--- src/hdl/npte_pkg.sv ---
// Package for the phonetic spelling encoder: word table, case modes and register map.
// Used by nato_phonetic_text_encoder; depends on nothing else.

package npte_pkg;

  localparam int NUM_WORDS  = 36;
  localparam int DIGIT_BASE = 26;
  localparam int SLOT_W     = $clog2(NUM_WORDS);
  localparam int TXT_W      = 64;
  localparam int LEN_W      = 4;
  localparam int APB_AW     = 4;

  typedef logic [SLOT_W-1:0] slot_t;
  typedef logic [LEN_W-1:0]  len_t;
  typedef logic [1:0]        case_mode_t;

  localparam case_mode_t CASE_LOWER  = 2'd0;
  localparam case_mode_t CASE_UPPER  = 2'd1;
  localparam case_mode_t CASE_FIRST  = 2'd2;
  localparam case_mode_t CASE_FOLLOW = 2'd3;

  localparam logic FOLLOW_FIRST = 1'b0;
  localparam logic FOLLOW_UPPER = 1'b1;

  typedef enum logic [1:0] {
    REG_LETTER_CASE = 2'd0,
    REG_FOLLOW_CASE = 2'd1,
    REG_DIGIT_CASE  = 2'd2
  } reg_idx_t;

  localparam logic [7:0] CH_PERIOD = 8'h2E;
  localparam logic [7:0] CH_UP_A   = 8'h41;
  localparam logic [7:0] CH_UP_Z   = 8'h5A;
  localparam logic [7:0] CH_LO_A   = 8'h61;
  localparam logic [7:0] CH_LO_Z   = 8'h7A;
  localparam logic [7:0] CH_ZERO   = 8'h30;
  localparam logic [7:0] CH_NINE   = 8'h39;
  localparam logic [7:0] CASE_GAP  = 8'h20;

  // Words are right-justified: the last letter sits in the low byte.
  localparam logic [TXT_W-1:0] WORD_TXT [NUM_WORDS] = '{
    64'("alpha"),   64'("bravo"),   64'("charlie"), 64'("delta"),
    64'("echo"),    64'("foxtrot"), 64'("golf"),    64'("hotel"),
    64'("india"),   64'("juliett"), 64'("kilo"),    64'("lima"),
    64'("mike"),    64'("november"), 64'("oscar"),  64'("papa"),
    64'("quebec"),  64'("romeo"),   64'("sierra"),  64'("tango"),
    64'("uniform"), 64'("victor"),  64'("whiskey"), 64'("x-ray"),
    64'("yankee"),  64'("zulu"),    64'("zero"),    64'("one"),
    64'("two"),     64'("tree"),    64'("fower"),   64'("fife"),
    64'("six"),     64'("seven"),   64'("eight"),   64'("niner")
  };

  localparam len_t WORD_LEN [NUM_WORDS] = '{
    4'd5, 4'd5, 4'd7, 4'd5, 4'd4, 4'd7, 4'd4, 4'd5,
    4'd5, 4'd7, 4'd4, 4'd4, 4'd4, 4'd8, 4'd5, 4'd4,
    4'd6, 4'd5, 4'd6, 4'd5, 4'd7, 4'd6, 4'd7, 4'd5,
    4'd6, 4'd4, 4'd4, 4'd3, 4'd3, 4'd4, 4'd5, 4'd4,
    4'd3, 4'd5, 4'd5, 4'd5
  };

  function automatic logic [7:0] upcase(input logic [7:0] c);
    if (c >= CH_LO_A && c <= CH_LO_Z) begin
      return c - CASE_GAP;
    end
    return c;
  endfunction

endpackage

--- src/hdl/nato_phonetic_text_encoder.sv ---
// Phonetic spelling encoder: one item in, one result byte per cycle out.
// Each item is held in the item register; result bytes leave through the output register.
// A letter or digit gives its word and a period (4 to 9 bytes), any other byte is passed
// unchanged; busy drops while the last byte is formed, so the next item follows gap-free.
// Reset (rst_n low, synchronous) clears the case registers and any item in progress.
// Depends on npte_pkg; the receiver cannot stall.

module nato_phonetic_text_encoder (
  input  logic                        clk,
  input  logic                        rst_n,
  input  logic                        start,
  output logic                        busy,
  input  logic [7:0]                  in_char,
  output logic                        out_valid,
  output logic [7:0]                  out_char,
  output logic                        out_last_of_run,
  input  logic                        psel,
  input  logic                        penable,
  input  logic                        pwrite,
  input  logic [npte_pkg::APB_AW-1:0] paddr,
  input  logic [31:0]                 pwdata,
  output logic [31:0]                 prdata,
  output logic                        pready
);
  import npte_pkg::*;

  case_mode_t letter_mode_r;
  logic       follow_mode_r;
  case_mode_t digit_mode_r;
  logic [1:0] reg_idx;
  logic       cfg_wr;

  logic       act_r,  act_nxt;
  logic       pass_r;
  logic [7:0] char_r;
  slot_t      slot_r;
  logic       all_caps_r;
  logic       first_cap_r;
  len_t       idx_r,  idx_nxt;

  logic       out_valid_r, out_valid_nxt;
  logic [7:0] out_char_r,  out_char_nxt;
  logic       out_last_r,  out_last_nxt;

  logic       is_upper, is_lower, is_digit;
  slot_t      in_slot;
  case_mode_t in_mode;
  logic       in_all_caps, in_first_cap;
  logic       accept;

  len_t             cur_len;
  logic [2:0]       pos;
  logic [TXT_W-1:0] shifted;
  logic [7:0]       word_ch;
  logic             is_last;

  // Configuration port.
  assign pready  = 1'b1;
  assign reg_idx = paddr[APB_AW-1:2];
  assign cfg_wr  = psel && penable && pwrite;

  always_ff @(posedge clk) begin
    if (!rst_n) begin
      letter_mode_r <= CASE_LOWER;
      follow_mode_r <= FOLLOW_FIRST;
      digit_mode_r  <= CASE_LOWER;
    end else if (cfg_wr) begin
      case (reg_idx)
        REG_LETTER_CASE: letter_mode_r <= pwdata[1:0];
        REG_FOLLOW_CASE: follow_mode_r <= pwdata[0];
        REG_DIGIT_CASE:  digit_mode_r  <= pwdata[1:0];
        default: ;
      endcase
    end
  end

  always_comb begin
    prdata = '0;
    case (reg_idx)
      REG_LETTER_CASE: prdata[1:0] = letter_mode_r;
      REG_FOLLOW_CASE: prdata[0]   = follow_mode_r;
      REG_DIGIT_CASE:  prdata[1:0] = digit_mode_r;
      default:         prdata      = '0;
    endcase
  end

  // Decode of the incoming byte.
  always_comb begin
    is_upper = (in_char >= CH_UP_A) && (in_char <= CH_UP_Z);
    is_lower = (in_char >= CH_LO_A) && (in_char <= CH_LO_Z);
    is_digit = (in_char >= CH_ZERO) && (in_char <= CH_NINE);
    if (is_upper) begin
      in_slot = SLOT_W'(in_char - CH_UP_A);
    end else if (is_lower) begin
      in_slot = SLOT_W'(in_char - CH_LO_A);
    end else begin
      in_slot = SLOT_W'(in_char - CH_ZERO) + SLOT_W'(DIGIT_BASE);
    end
    // Digits in follow mode borrow the letter mode.
    if (is_digit) begin
      in_mode = (digit_mode_r == CASE_FOLLOW) ? letter_mode_r : digit_mode_r;
    end else begin
      in_mode = letter_mode_r;
    end
    in_all_caps  = (in_mode == CASE_UPPER) ||
                   (in_mode == CASE_FOLLOW && follow_mode_r == FOLLOW_UPPER && is_upper);
    in_first_cap = !in_all_caps &&
                   ((in_mode == CASE_FIRST) ||
                    (in_mode == CASE_FOLLOW && follow_mode_r == FOLLOW_FIRST && is_upper));
  end

  // Byte generation for the item held in the item register.
  always_comb begin
    cur_len = WORD_LEN[slot_r];
    pos     = 3'(cur_len - idx_r - len_t'(1));
    shifted = WORD_TXT[slot_r] >> {pos, 3'b000};
    word_ch = shifted[7:0];
    if (all_caps_r || (first_cap_r && idx_r == '0)) begin
      word_ch = upcase(word_ch);
    end
    is_last = pass_r || (idx_r == cur_len);
  end

  assign busy   = act_r && !is_last;
  assign accept = start && !busy;

  always_comb begin
    act_nxt       = act_r;
    idx_nxt       = idx_r;
    out_valid_nxt = 1'b0;
    out_char_nxt  = out_char_r;
    out_last_nxt  = out_last_r;
    if (act_r) begin
      out_valid_nxt = 1'b1;
      out_last_nxt  = is_last;
      if (pass_r) begin
        out_char_nxt = char_r;
      end else if (idx_r == cur_len) begin
        out_char_nxt = CH_PERIOD;
      end else begin
        out_char_nxt = word_ch;
      end
      idx_nxt = idx_r + len_t'(1);
      if (is_last) begin
        act_nxt = 1'b0;
      end
    end
    if (accept) begin
      act_nxt = 1'b1;
      idx_nxt = '0;
    end
  end

  always_ff @(posedge clk) begin
    if (!rst_n) begin
      act_r       <= 1'b0;
      out_valid_r <= 1'b0;
    end else begin
      act_r       <= act_nxt;
      out_valid_r <= out_valid_nxt;
    end
  end

  always_ff @(posedge clk) begin
    idx_r      <= idx_nxt;
    out_char_r <= out_char_nxt;
    out_last_r <= out_last_nxt;
    if (accept) begin
      pass_r      <= !(is_upper || is_lower || is_digit);
      char_r      <= in_char;
      slot_r      <= in_slot;
      all_caps_r  <= in_all_caps;
      first_cap_r <= in_first_cap;
    end
  end

  assign out_valid       = out_valid_r;
  assign out_char        = out_char_r;
  assign out_last_of_run = out_last_r;

endmodule
--- config.mk ---
export PLATFORM = sky130hd
export DESIGN_NAME = nato_phonetic_text_encoder
export DESIGN_NICKNAME = d
export VERILOG_FILES = /design/src/hdl/npte_pkg.sv /design/src/hdl/nato_phonetic_text_encoder.sv
export SDC_FILE = /design/constraint.sdc
export NUM_CORES = 1
export LEC_CHECK = 0
export CAP_MARGIN = 20
export CORE_MARGIN = 3
export CORE_UTILIZATION = 60
export DETAILED_ROUTE_END_ITERATION = 8
export DONT_BUFFER_PORTS = 1
export PLACE_DENSITY = 0.75
export SYNTH_ARGS = -nofsm -noshare
export SYNTH_HDL_FRONTEND = slang
export SYNTH_SLANG_ARGS = --single-unit
export TNS_END_PERCENT = 30
--- constraint.sdc ---
create_clock -name clk -period 6 [get_ports clk]
set_clock_uncertainty 0.1 [all_clocks]
set_input_delay 0.6 -clock clk [delete_from_list [all_inputs] [get_ports clk]]
set_output_delay 0.6 -clock clk [all_outputs]
set_load 0.03 [all_outputs]
* Yosys cells after proc, flatten, opt, wreduce, memory -nomap -nowiden
Memory sizes are Yosys's and may differ from the RTL's. Cells that the tools add are included.
Storage, ports and cells: ROM bits 4352, flip-flop bits (word level) 37, memories kept 2, input bits 50
Cells by class: reductions and logical operators 29, eq/ne operators 7, $add $sub $neg 8, bitwise gates (word level) 2, mux-type cells 21, shift operators 1, order comparisons 9
Memories:
- (no name shown) | depth 64, width 64, rd ports 1, clocked after memory_dff 0, write ports 0, RTL line nato_phonetic_text_encoder.sv:116 | shifted = WORD_TXT[slot_r] >> {pos, 3'b000};
- (no name shown) | depth 64, width 4, rd ports 1, clocked after memory_dff 0, write ports 0, RTL line nato_phonetic_text_encoder.sv:114 | cur_len = WORD_LEN[slot_r];
Operators with widths (number):
- $mux 64 | 2
- $shr 64x6->8 | 1
- $mux 8 | 5
- $ge 8x7->1 const B | 3
- $le 8x7->1 const B | 3
- $logic_and 1x1->1 | 14
- $mux 6 | 2
- $sub 6x6->6 const B | 2
- $eq 2x2->1 const B | 4
- $ge 8x6->1 const B | 1
- $le 8x6->1 const B | 1
- $mux 4 | 2
- $sub 8x6->8 const B | 1
- $ge 7x7->1 const B | 1
- $not 6->7 | 1
- $add 6x5->6 const B | 1
- $logic_or 1x1->1 | 6
- $mux 1 | 6
- $reduce_and 2->1 | 3
- $sub 6x1->6 const B | 1
- $add 4x1->4 const B | 1
- $eq 2x1->1 const B | 2
- $eq 4x4->1 | 1
- $logic_not 1->1 | 4
- 8 further kinds | 9

* Logic depth before layout (Yosys ltp)
depth after elaboration 15, gate-level depth with buffers 19

* Least setup slack after synthesis
No wires, ideal clock.
kind register to register, start register slot_r[0], end register all_caps_r (enable), stages on the path, launching flop included 15, setup slack 1577 ps, data required time 5501 ps, period minus slack after synthesis 4423 ps, setup time 399 ps, arrival 3924 ps, cells stage by stage edfxtp_1 -> clkbuf_1 -> inv_1 -> ha_1 -> clkbuf_1 -> buf_2 -> and2_1 -> o21ai_0 -> a21oi_1 -> a21oi_1 -> o21ai_0 -> ha_1 -> a41oi_1 -> and2_1 -> nor2b_1
On the way: word-level cells in the longest chain between the ends 10
RTL lines:
- start: declaration | RTL line nato_phonetic_text_encoder.sv:36 | slot_t slot_r;
- start signal: assignment | RTL line nato_phonetic_text_encoder.sv:171 | slot_r <= in_slot;
- $not 6->7 (implied by the code) | RTL line nato_phonetic_text_encoder.sv:114
- $mem_v2 64x4
- $mux 4 (implied by the code) (2 in series) | RTL line nato_phonetic_text_encoder.sv:114
- $eq 4x4->1 | RTL line nato_phonetic_text_encoder.sv:121 | is_last = pass_r || (idx_r == cur_len);
- $logic_or 1x1->1 | RTL line nato_phonetic_text_encoder.sv:121
- $logic_not 1->1 | RTL line nato_phonetic_text_encoder.sv:124 | assign busy = act_r && !is_last;
- $logic_and 1x1->1 | RTL line nato_phonetic_text_encoder.sv:124
- net busy | RTL line nato_phonetic_text_encoder.sv:12 | output logic busy,
- $logic_not 1->1 | RTL line nato_phonetic_text_encoder.sv:125 | assign accept = start && !busy;
- $logic_and 1x1->1 | RTL line nato_phonetic_text_encoder.sv:125
- net accept | RTL line nato_phonetic_text_encoder.sv:49 | logic accept;
- end signal: assignment | RTL line nato_phonetic_text_encoder.sv:172 | all_caps_r <= in_all_caps;
- end: declaration | RTL line nato_phonetic_text_encoder.sv:37 | logic all_caps_r;
The timed path passes the listed nets, and every way through them passes these cells. The select of a mux whose other input is x is not followed. A chain may end at the register's enable or synchronous reset.

* Worst setup path after layout
start register slot_r[2], end register out_char_r[5], in the netlist out_char[5] (data pin)
On the way: word-level cells in the longest chain between the ends 15, elaborated cells between the ends (all ways) 22, classes of those cells add/sub (3); order compare (2); eq/ne (1); shift (1); mux (11); bitwise (1); reduce/logical (1); memory (2)
RTL lines:
- $not 6->7 (implied by the code) * | RTL line nato_phonetic_text_encoder.sv:114, nato_phonetic_text_encoder.sv:116
- $mem_v2 64x4
- $mux 4 (implied by the code) (2 in series) | RTL line nato_phonetic_text_encoder.sv:114
- $sub 3x3->3 | RTL line nato_phonetic_text_encoder.sv:115 | pos = 3'(cur_len - idx_r - len_t'(1));
- $sub 3x1->3 | RTL line nato_phonetic_text_encoder.sv:115
- $shr 64x6->8 | RTL line nato_phonetic_text_encoder.sv:116
- $ge 8x7->1 / $le 8x7->1 (equally long branches) | RTL line npte_pkg.sv:62 | if (c >= CH_LO_A && c <= CH_LO_Z) begin
- $logic_and 1x1->1 | RTL line npte_pkg.sv:62
- $mux 1 | RTL line npte_pkg.sv:62
- $mux 1 | RTL line nato_phonetic_text_encoder.sv:118 | if (all_caps_r || (first_cap_r && idx_r == '0)) begin
- $mux 8 | RTL line npte_pkg.sv:65 | return c;
- $mux 8 | RTL line nato_phonetic_text_encoder.sv:118
- $mux 8 * | RTL line nato_phonetic_text_encoder.sv:138 | end else if (idx_r == cur_len) begin
- $mux 8 * | RTL line nato_phonetic_text_encoder.sv:136 | if (pass_r) begin
- end signal: assignment | RTL line nato_phonetic_text_encoder.sv:166 | out_char_r <= out_char_nxt;
- end: declaration | RTL line nato_phonetic_text_encoder.sv:42 | logic [7:0] out_char_r, out_char_nxt;
Every way passes the cells marked *; elsewhere a longest branch is shown, timed or not. The select of a mux whose other input is x is not followed.

==> impl_metrics.toml <==
[clock_network]
cts_tree = "done"
numCtsBuffers = 5
ctsResizeCount = 0
clk_latency_ns = 0.28
clk_path_buf_depth = 2
cts.clk_slew.worst_paths_ns = 0.07
post-cts-setup-buffer-count = 0
root_buffer = "clkbuf_8"
cts.sinks = 37
hold_buffers = 0
cts_max_level = 2

[critical_path]
start_kind = "register"
crit_arrival_ns = 4.95
critPathKind = "reg -> reg"
cp_max_fo = 30
reg2reg_slack_ns = 1.07
cp-end-kind = "register"
worst_ep_required_time_ns = 6.02

[run]
cap_viol_max_count = 0

[floorplanning]
core_area_sq_um = 6830
rows = 30
pin_count = 94
die-width_um = 90.3
initial_core_util = 0.624
die_area_sq_um = 8150
die_y_um = 90.3

[placement]
dp_hpwl_um = 9210
place_congestion = 1.08
portBuffers = 0

[final_layout]
fin_nets = 596
layout-drive-gt1-share = 0.0827
syn2layout_area_growth_pct = 0.881
nFillCells = 591
diodes = 0

[sta]
fin_crit_sh = 0.822
setup_violations = 0
slew_violations = 0
worstMarginPinSlew_ns = 0.950
max-slew-margin-rel = 0.360
finalHoldViolCount = 0
max_freq_ghz = 0.203
rsz0062_at_grt = "false"
period_minus_slack_ns = 4.93
setup_tns_ns = 0

[pwr]
powerDensity_nw_per_um2 = 253
finalPower_w = 0.00109
peakVddDrop_mv = 0.139
leakagePower_nw = 1.68

[routing]
drt_iter0_markers = 637
routed_via_density = 6.65
wire_per_inst_um = 20.8
route.vias.total = 4099
totalWireLength_um = 12800
firstDrtPassIters = 5
drt_drc_violations_left = 0
antenna_left = 0

[global_routing]
grtUsageMet2 = 0.449
grt_max_degree = 43
grt_use_met3 = 0.0875
use_met1 = 0.447
top_usage_layer = "met2"
antenna_found_initial = 1
grt_pass1_vias = 3770
overflow = 0
grt_usage = 0.311
grt_first_pass_wirelength_um = 20300

[logic_synthesis]
syn_inst = 533
yosysSeqAreaShare = 0.235
synth_edf_count = 26
ys_async_sr_fraction = 0
ys_seq_elements = 37
syn_avg_cell_area_sq_um = 8.00
synth-main-ff-cell = "edfxtp_1"
yosys_warnings = 0
yosysUniqueCellTypes = 79
syn_area_sq_um = 4260

[worst_hold_path]
hp-class = "in -> reg"

[status]
status = "completed"
-- synth_stat cells (9+ instances only) --
master    number  area [sq um]
edfxtp_1      26           781
buf_4         36           270
ha_1          26           325
nor2_1        34           128
mux2i_1       14           140
a21oi_1       47           235
nand2b_1      17           106
nor3_1        10          50.1
o211ai_1      11          82.6
nand2_1       47           176
inv_1         17          63.8
o21ai_0       31           155
nor2b_1       15          93.8
nand3_1       13          65.1
a211oi_1       9          67.6
clkbuf_1      18          67.6
dfxtp_1       11           220
buf_2         13          65.1
-- layer usage --
layer  part of all wire  up-vias
met1               0.41     1895
met3               0.13       35
met4              0.027        0
li1                   -     1874
met2               0.43      295
met5                  0        -
-- where the power goes --
| group | internal, W | switching, W | total [W] |
|---|---|---|---|
| clock | 0.0000909 | 0.0000821 | 0.000173 |
| combinational | 0.000208 | 0.000382 | 0.000589 |
| sequential | 0.000297 | 0.0000306 | 0.000328 |
| total | 0.000596 | 0.000494 | 0.00109 |
-- cell families (layout without fill, tap and decap cells) --
family                     count (synthesis)  in the layout  share of synthesized area
AOI/OAI and AO/OA                        173            173                      0.280
buffers and inverters                     90             48                      0.120
and+or+nand+nor                          174            174                      0.209
muxes                                     20             20                     0.0523
other                                      2             31                    0.00176
adders and majority gates                 27             27                     0.0810
DFF                                       37             37                      0.235
xor gates and xnor gates                  10             10                     0.0206
-- sequential cells by signal, indices dropped and copies added (netlist names), 2 cells and up --
| name | count |
|---|---|
| digit_mode_r | 2 |
| out_char | 8 |
| slot_r | 6 |
| idx_r | 4 |
| char_r | 8 |
| letter_mode_r | 2 |
-- critical path, stage by stage (launching register included) --
cell and delay (ns):
edfxtp_1 0.72, buf_4 0.42, nand2b_1 0.35, nand2_1 0.10
nand2_1 0.08, o21ai_0 0.09, a21oi_1 0.22, o21ai_0 0.17
fa_1 0.69, nor3_1 0.11, a211oi_2 0.35, a21oi_1 0.12
nor3_1 0.42, mux2i_1 0.17, or4_1 0.48, a21oi_1 0.17
-- layout make-up --
cell class                 count  area, sq um  area share
timing repair buffer          21          158      0.0367
inverter                      19         71.3      0.0166
sequential                    37         1000       0.233
clock buffer                   6         82.6      0.0192
multi-input combinational    435         2860       0.665
tap                           96          120      0.0279
clock inverter                 2         8.76     0.00204
-- layout by cell type, fill, tap and decap left out, drive strengths merged, types with 4 or more instances in the layout --
| cell type | synthesis | routed |
|---|---|---|
| and3 | 4 | 4 |
| and2 | 7 | 7 |
| nor3b | 4 | 4 |
| clkbuf | 18 | 6 |
| a21oi | 47 | 47 |
| xor2 | 4 | 4 |
| inv | 19 | 19 |
| mux2 | 5 | 5 |
| buf | 53 | 21 |
| edfxtp | 26 | 26 |
| nand2b | 17 | 17 |
| ha | 26 | 26 |
| or2 | 4 | 4 |
| conb | 2 | 31 |
| o21a | 4 | 4 |
| nand3 | 13 | 13 |
| xnor2 | 6 | 6 |
| a2111oi | 4 | 4 |
| nor2 | 34 | 34 |
| nand2 | 47 | 47 |
| a311oi | 8 | 8 |
| a31oi | 6 | 6 |
| nand4 | 5 | 5 |
| a211oi | 10 | 10 |
| o21ai | 33 | 33 |
| a211o | 5 | 5 |
| dfxtp | 11 | 11 |
| mux2i | 14 | 14 |
| nor3 | 10 | 10 |
| o221ai | 4 | 4 |
| nor2b | 15 | 15 |
| a21o | 4 | 4 |
| o211ai | 12 | 12 |
| nand3b | 5 | 5 |
-- stage by stage --
step | util | hold WS [ns] | worst slack, ns | area, sq um | std cells
floorplan | - | 0.366 | 1.58 | 4370 | 562
global placement | 0.616 | 0.382 | 1.19 | 4210 | 608
detailed placement | 0.616 | 0.394 | 1.21 | 4210 | 608
CTS | 0.629 | 0.307 | 1.19 | 4300 | 616
global route | 0.629 | 0.296 | 0.720 | 4300 | 616
finish | 0.629 | 0.313 | 1.07 | 4300 | 616
-- path summary, 6_finish.rpt --
path,startpoint,to,cells past startpoint
worst max-delay path,slot_r[2],out_char[5],15
worst min register to register,follow_mode_r,follow_mode_r,2
worst min-delay path,in_char[6],char_r[6],0
worst max register to register,slot_r[2],out_char[5],15
Note: power is estimated with default switching activity, not from simulation.
